==> src/hdl/assert_macros.svh <==
// Assertion macros shared by the printer character-set mapper RTL.
// No dependencies; included by files that carry concurrent checks.
`ifndef ASSERT_MACROS_SVH
`define ASSERT_MACROS_SVH

// Check on every rising clock edge; ignored while reset is high.
`define UPC_ASSERT(label, prop) \
   label: assert property (@(posedge clock) disable iff (reset) prop) \
      else $error("upc assertion failed");

// Check on every rising clock edge, reset cycles included.
`define UPC_ASSERT_ALWAYS(label, prop) \
   label: assert property (@(posedge clock) prop) \
      else $error("upc assertion failed");

`endif

==> src/hdl/upc_pkg.sv <==
// Package for the printer character-set mapper: widths and lookup tables.
// No dependencies; imported by upc_map and the core top level.
package upc_pkg;

   localparam int CodeWidth  = 32;
   localparam int CharWidth  = 8;
   localparam int CyrDepth   = 64;
   localparam int SymCount   = 34;

   typedef logic [CodeWidth-1:0] code_type;
   typedef logic [CharWidth-1:0] char_type;

   // Fixed codes of the mapping rules
   localparam char_type AsciiLow     = 8'h20;
   localparam code_type AsciiHigh    = 32'h0000_007E;
   localparam char_type LatinLead    = 8'hC2;
   localparam char_type LatinLow     = 8'hA0;
   localparam char_type CyrPage      = 8'h04;
   localparam char_type CyrLow       = 8'h10;
   localparam char_type CyrHigh      = 8'h4F;
   localparam char_type CyrYoLowerIn = 8'h51;
   localparam char_type CyrYoUpperIn = 8'h01;
   localparam char_type CyrYoLower   = 8'd203;
   localparam char_type CyrYoUpper   = 8'd235;

   // Cyrillic letters U+0410..U+044F
   localparam char_type CYR_MAP [CyrDepth] = '{
       8'd65,  8'd98,  8'd66, 8'd132,  8'd68,  8'd69, 8'd215,  8'd51,
       8'd73, 8'd209,  8'd75, 8'd182,  8'd77,  8'd72,  8'd79, 8'd156,
       8'd80,  8'd67,  8'd84,  8'd89, 8'd163,  8'd88,  8'd85,  8'd52,
      8'd154, 8'd154, 8'd254, 8'd198, 8'd254, 8'd162, 8'd222, 8'd182,
       8'd97, 8'd146, 8'd223, 8'd132, 8'd113, 8'd101, 8'd215,  8'd51,
      8'd105, 8'd209, 8'd107, 8'd150,  8'd77,  8'd72, 8'd111, 8'd135,
      8'd112,  8'd99, 8'd116, 8'd121, 8'd149, 8'd120, 8'd117,  8'd52,
      8'd154, 8'd154, 8'd254, 8'd230, 8'd254, 8'd170, 8'd222, 8'd240
   };

   // Symbol sequences (packed UTF-8) and their printer codes
   localparam code_type SYM_KEY [SymCount] = '{
      32'hE288A0, 32'hC397,   32'hE28887, 32'hE2889A, 32'hE288AB, 32'hE28891,
      32'hE296B6, 32'hCF80,   32'hE1B4A8, 32'hE28882, 32'hE289A4, 32'hE289A5,
      32'hE289A0, 32'hC991,   32'hE28692, 32'hE28690, 32'hE28693, 32'hE28691,
      32'hC9A3,   32'hCEB4,   32'hCEB5,   32'hCEB7,   32'hCEB8,   32'hCEBB,
      32'hCF81,   32'hCF83,   32'hCF84,   32'hCF89,   32'hE28886, 32'hE2888F,
      32'hE284A6, 32'hE2888E, 32'hE2889E, 32'hC9B7
   };

   localparam char_type SYM_CODE [SymCount] = '{
      8'h80, 8'h81, 8'h82, 8'h83, 8'h84, 8'h85,
      8'h86, 8'h87, 8'h87, 8'h88, 8'h89, 8'h8A,
      8'h8B, 8'h8C, 8'h8D, 8'h8E, 8'h8F, 8'h90,
      8'h91, 8'h92, 8'h93, 8'h94, 8'h95, 8'h96,
      8'h97, 8'h98, 8'h99, 8'h9A, 8'h9B, 8'h9C,
      8'h9D, 8'h9E, 8'h9F, 8'h9F
   };

endpackage

==> src/hdl/upc_map.sv <==
// Combinational character mapper: packed code in, printer byte out.
// Depends on upc_pkg for the Cyrillic and symbol tables.
module upc_map
   import upc_pkg::*;
(
   input  code_type code_value,
   input  char_type filler_code,
   output char_type printer_char
);

   char_type byte0;
   char_type byte1;
   logic     sym_hit;
   char_type sym_char;
   logic [5:0] cyr_index;

   assign byte0     = code_value[7:0];
   assign byte1     = code_value[15:8];
   assign cyr_index = 6'(byte0 - CyrLow);

   // Symbol lookup: keys are distinct, so at most one compare hits
   always_comb begin
      sym_hit  = 1'b0;
      sym_char = '0;
      for (int i = 0; i < SymCount; i++) begin
         if (code_value == SYM_KEY[i]) begin
            sym_hit  = 1'b1;
            sym_char = sym_char | SYM_CODE[i];
         end
      end
   end

   // Rules in priority order
   always_comb begin
      priority if (code_value >= code_type'(AsciiLow) && code_value <= AsciiHigh) begin
         printer_char = byte0;
      end else if (byte1 == LatinLead && byte0 >= LatinLow) begin
         printer_char = byte0;
      end else if (byte1 == CyrPage && byte0 >= CyrLow && byte0 <= CyrHigh) begin
         printer_char = CYR_MAP[cyr_index];
      end else if (byte1 == CyrPage && byte0 == CyrYoLowerIn) begin
         printer_char = CyrYoLower;
      end else if (byte1 == CyrPage && byte0 == CyrYoUpperIn) begin
         printer_char = CyrYoUpper;
      end else if (sym_hit) begin
         printer_char = sym_char;
      end else begin
         printer_char = filler_code;
      end
   end

endmodule

==> src/hdl/unicode_to_printer_charset_core.sv <==
// Channel   Direction  Handshake          Payload
// req_      in         valid / stall      code_value (32 bits)
// rsp_      out        valid / stall      printer_char (8 bits)
// csr_      in         valid / ready      filler_code (8 bits)
//
// One request per cycle sustained while rsp_stall is low; a result is offered once its
// request has passed the input register, mapping logic and result register.
// Reset is synchronous and clears both valid bits; filler_code resets to 0.
// A stalled result holds in the result register while one more request waits
// in the input register; req_stall rises only when both are full.
// Top level of the printer character-set mapper; uses upc_pkg, upc_map and
// assert_macros.svh.
`include "assert_macros.svh"

module unicode_to_printer_charset_core
   import upc_pkg::*;
(
   input  logic     clock,
   input  logic     reset,
   input  logic     req_valid,
   output logic     req_stall,
   input  code_type req_code_value,
   output logic     rsp_valid,
   input  logic     rsp_stall,
   output char_type rsp_printer_char,
   input  logic     csr_valid,
   output logic     csr_ready,
   input  char_type csr_filler_code
);

   logic     in_valid_ff, in_valid_in;
   code_type in_code_ff, in_code_in;
   logic     out_valid_ff, out_valid_in;
   char_type out_char_ff, out_char_in;
   char_type filler_ff, filler_in;
   char_type mapped_char;
   logic     out_advance;
   logic     in_advance;
   logic     req_take;

   // Pipeline flow control
   assign out_advance = !out_valid_ff || !rsp_stall;
   assign in_advance  = !in_valid_ff || out_advance;
   assign req_stall   = !in_advance;
   assign req_take    = req_valid && in_advance;
   assign csr_ready   = 1'b1;

   upc_map u_map (
      .code_value   (in_code_ff),
      .filler_code  (filler_ff),
      .printer_char (mapped_char)
   );

   // Next values of the stage registers
   always_comb begin
      in_valid_in  = in_advance ? req_valid : in_valid_ff;
      in_code_in   = req_take ? req_code_value : in_code_ff;
      out_valid_in = out_advance ? in_valid_ff : out_valid_ff;
      out_char_in  = (out_advance && in_valid_ff) ? mapped_char : out_char_ff;
      filler_in    = (csr_valid && csr_ready) ? csr_filler_code : filler_ff;
   end

   always_ff @(posedge clock) begin
      if (reset) begin
         in_valid_ff  <= 1'b0;
         out_valid_ff <= 1'b0;
         filler_ff    <= '0;
      end else begin
         in_valid_ff  <= in_valid_in;
         out_valid_ff <= out_valid_in;
         filler_ff    <= filler_in;
      end
   end

   always_ff @(posedge clock) begin
      in_code_ff  <= in_code_in;
      out_char_ff <= out_char_in;
   end

   assign rsp_valid        = out_valid_ff;
   assign rsp_printer_char = out_char_ff;

   // Checks
   `UPC_ASSERT_ALWAYS(a_reset_clears, reset |=> !in_valid_ff && !out_valid_ff)
   `UPC_ASSERT(a_stall_only_full, req_stall |-> in_valid_ff && out_valid_ff)
   `UPC_ASSERT(a_take_lands, req_take |=> in_valid_ff && in_code_ff == $past(req_code_value))
   `UPC_ASSERT(a_held_request, in_valid_ff && !out_advance |=> in_valid_ff && $stable(in_code_ff))

endmodule
==> config.mk <==
export PLATFORM = sky130hd
export DESIGN_NAME = unicode_to_printer_charset_core
export DESIGN_NICKNAME = d
export VERILOG_FILES = /design/src/hdl/upc_pkg.sv /design/src/hdl/upc_map.sv /design/src/hdl/unicode_to_printer_charset_core.sv
export VERILOG_INCLUDE_DIRS = /design/src /design/src/hdl
export SDC_FILE = /design/constraint.sdc
export NUM_CORES = 1
export LEC_CHECK = 0
export ABC_AREA = 1
export BUFFER_PORTS_ARGS = -buffer_cell sky130_fd_sc_hd__buf_2
export CAP_MARGIN = 20
export CORE_MARGIN = 2
export CORE_UTILIZATION = 54
export DETAILED_ROUTE_END_ITERATION = 16
export GPL_TIMING_DRIVEN = 1
export MAX_ROUTING_LAYER = met4
export PLACE_DENSITY = 0.78
export SYNTH_ARGS = -nofsm -noshare
export SYNTH_HDL_FRONTEND = slang
export SYNTH_HIERARCHICAL = 1
export SYNTH_SLANG_ARGS = --single-unit
==> constraint.sdc <==
create_clock -name clock -period 3.2 [get_ports clock]
set_clock_uncertainty 0.05 [all_clocks]
set_input_delay 0.32 -clock clock [delete_from_list [all_inputs] [get_ports clock]]
set_output_delay 0.32 -clock clock [all_outputs]
set_load 0.02 [all_outputs]
==> flow_metrics.tcl <==
set metrics [dict create \
    crit_top_cell "nand2_1" \
    reg2reg_slack_ps 470 \
    grt_usage_pct 28.5 \
    holdPathEnd "in_code_ff[23]" \
    synthCells 581 \
    crit_chain "inv_1, ha_1, inv_1, nor2_2, inv_1, nor2_1, nand3_1, nand2_1, nor2_4, nand2_2, nor2_4, nand2_4, inv_2, nand2_1, nand2_1, nand2_1, nand2_1" \
    cp-start-kind "flip-flop" \
    critPathKind "flip-flop to flip-flop" \
    worst_pin_slew_ps 752 \
    initial_utilization_pct 55.5 \
    num_rows 31 \
    hold_class "input port to flip-flop" \
    p_leak_nw 2.03 \
    grt_pass1_vias 3944 \
    mappedNetlistNets 640 \
    cts_sinks 50 \
    status "completed" \
    ys_ff_latch 50 \
    nFillCells 658 \
    slew_violations 0 \
    die_h_microns 90.3 \
    grt_max_degree 33 \
    end_kind "flip-flop" \
    ios 56 \
    min_path_cells 1 \
    relSlewSlack_pct 49.9 \
    power_density_nw_per_um2 333 \
    gp_congestion 1.01 \
    dr.first_iter.drc_count 527 \
    die_area_sq_um 8160 \
    combPwrFrac_pct 17.6 \
    routedWlPerCell_microns 15.2 \
    cts_tree "built" \
    cts-root-buf "clkbuf_8" \
    yosysTopAreaCell "edfxtp_1" \
    finalSetupViolations 0 \
    n_antenna_cell 0 \
    p_int_w 0.00107 \
    hold_slack_ps 124 \
    final_cell_mix "121 x nand2_1, 111 x nor2_1, 55 x nand3_1" \
    ctsResizeCount 0 \
    synth_top_area_share_pct 29.9 \
    first_pass_iters 6 \
    rr_endpoint "rsp_printer_char[1]" \
    hold_path.startpoint "req_code_value[23]" \
    netlist_area_sq_um 4020 \
    period_share_pct 85.4 \
    layout_min_cycle_time_ps 2730 \
    cts_buffers 5 \
    cts_setup_buffers 0 \
    htreeDepth 2 \
    drive_gt1_share_pct 21.2 \
    cpMaxStageDelayCell "edfxtp_1" \
    fp.dieW_microns 90.3 \
    antenna_left 0 \
    fin_nets 696 \
    yosysSeqAreaShare_pct 34.8 \
    cp.arrival_ps 2770 \
    tns_ps 0 \
    max-cap-violations 0 \
    r2r_cells 17 \
    drc 0 \
    slowest_delay_ps 530 \
    netlist_top_cells_area "edfxtp_1 30%, nand2_1 11%, nor2_1 10%" \
    path_max_fanout 8 \
    ys_types 39 \
    via_count 4150 \
    cts_max_path_buffers 2 \
    final_common_cell "nand2_1" \
    path_clk_slew_ps 100 \
    wl_microns 11200 \
    power.share.sequential_pct 51.6 \
    syn_area_per_cell_sq_um 6.93 \
    grt_pass1_wl_microns 18200 \
    crit_required_ps 3230 \
    p_switching_w 0.000432 \
    final-hold-violation-count 0 \
    syn_to_final_growth_pct 12.3 \
    sw_frac_of_total_pct 28.8 \
    ir_drop_mv 0.242 \
    max_freq_ghz 0.366 \
    dpl.hpwl_microns 8970 \
    rsz0062_at_grt "false" \
    cts_hold_buf 0 \
    grt_overflow 0 \
    antenna_found_initial 0 \
    reg2reg_from "in_code_ff[0]" \
    post_drt_via_cell_ratio 5.63 \
    yosysWarnings 6 \
    p_clk_share_pct 30.8 \
    clock_latency_ps 310 \
    core_area_sq_um 7250 \
    place.port_buffers 54 \
]
## power by group through the flow
stage               sequential (W)  combinational, W  clock (W)
global placement          0.000787          0.000256          0
detailed placement        0.000789          0.000258          0
CTS                       0.000775          0.000258   0.000468
finish                    0.000775          0.000265   0.000463
global route              0.000780          0.000292   0.000493
floorplan                 0.000788          0.000171          0
## metal layers
layer | share of wire, % | vias to the layer above | GRT usage, %
met2 | 47 | 214 | 46.7
met3 | 7.6 | 28 | 4.92
met5 | 0 | - | -
met1 | 42 | 1880 | 35.7
met4 | 2.6 | 0 | 10.0
li1 | - | 2028 | -
## cell usage after synthesis, drive strengths merged
cell       n
o2111ai    3
o21ai     32
a211oi     2
o31ai      1
o211ai     4
dfxtp     10
clkbuf     6
o311ai     1
ha        14
nand3b     3
nor2     132
clkinv     2
buf        4
nand2    139
a41oi      1
conb       1
nor4       3
inv       71
a221oi     1
a22oi      1
a21oi     21
or2        2
nor3      13
edfxtp    40
nand3     58
nand4     10
a31oi      6
## logic make-up after synthesis
family,synth area share (%)
flip-flops,34.8
AND/OR/NAND/NOR,41.9
AO/OA/AOI/OAI,10.6
adder cells (fa/ha/maj),4.35
other,0.0932
buffers and inverters,8.24
## flip-flops by register name, indices dropped and copies added, names as in the netlist
name,count
rsp_printer_char,8
in_code_ff,32
in_valid_ff,1
filler_ff,8
rsp_valid,1
## cell type report
type | count | area, sq um | area share [%]
inverters | 73 | 275 | 6.09
repair buffers | 59 | 308 | 6.81
clock buffers | 5 | 68.8 | 1.52
well taps | 99 | 124 | 2.74
multi-input cells | 448 | 2290 | 50.7
clock inverters | 3 | 48.8 | 1.08
flip-flops and latches | 50 | 1400 | 31.0
## worst max-delay path by stage
stage	startpoint	to	cells after the start
final	in_code_ff[0]	rsp_printer_char[1]	17
after CTS	in_code_ff[0]	rsp_printer_char[0]	15
after detailed placement	in_code_ff[0]	rsp_printer_char[1]	17
after global placement	in_code_ff[0]	rsp_printer_char[1]	17
after floorplan	in_code_ff[4]	rsp_printer_char[3]	19
after global routing	in_code_ff[0]	rsp_printer_char[3]	17
## stage by stage
step           util, %  cell area (sq um)  power [W]  worst slack, ps  cells
3_3_place_gp      60.7               4400    0.00104              477    729
6_report          62.3               4520    0.00150              466    737
3_5_place_dp      60.7               4400    0.00105              526    729
5_1_grt           62.3               4520    0.00157              231    737
4_1_cts           62.3               4520    0.00150              516    737
2_1_floorplan        -               4020   0.000959              655    581
## critical path: cells and delay by family (launching register included)
family	cells	cell delay (ps)
simple gates	12	1160
fa+ha+maj	1	320
flops	1	530
buf+inv	4	450
No activity file was read; power rests on OpenSTA's default activity.
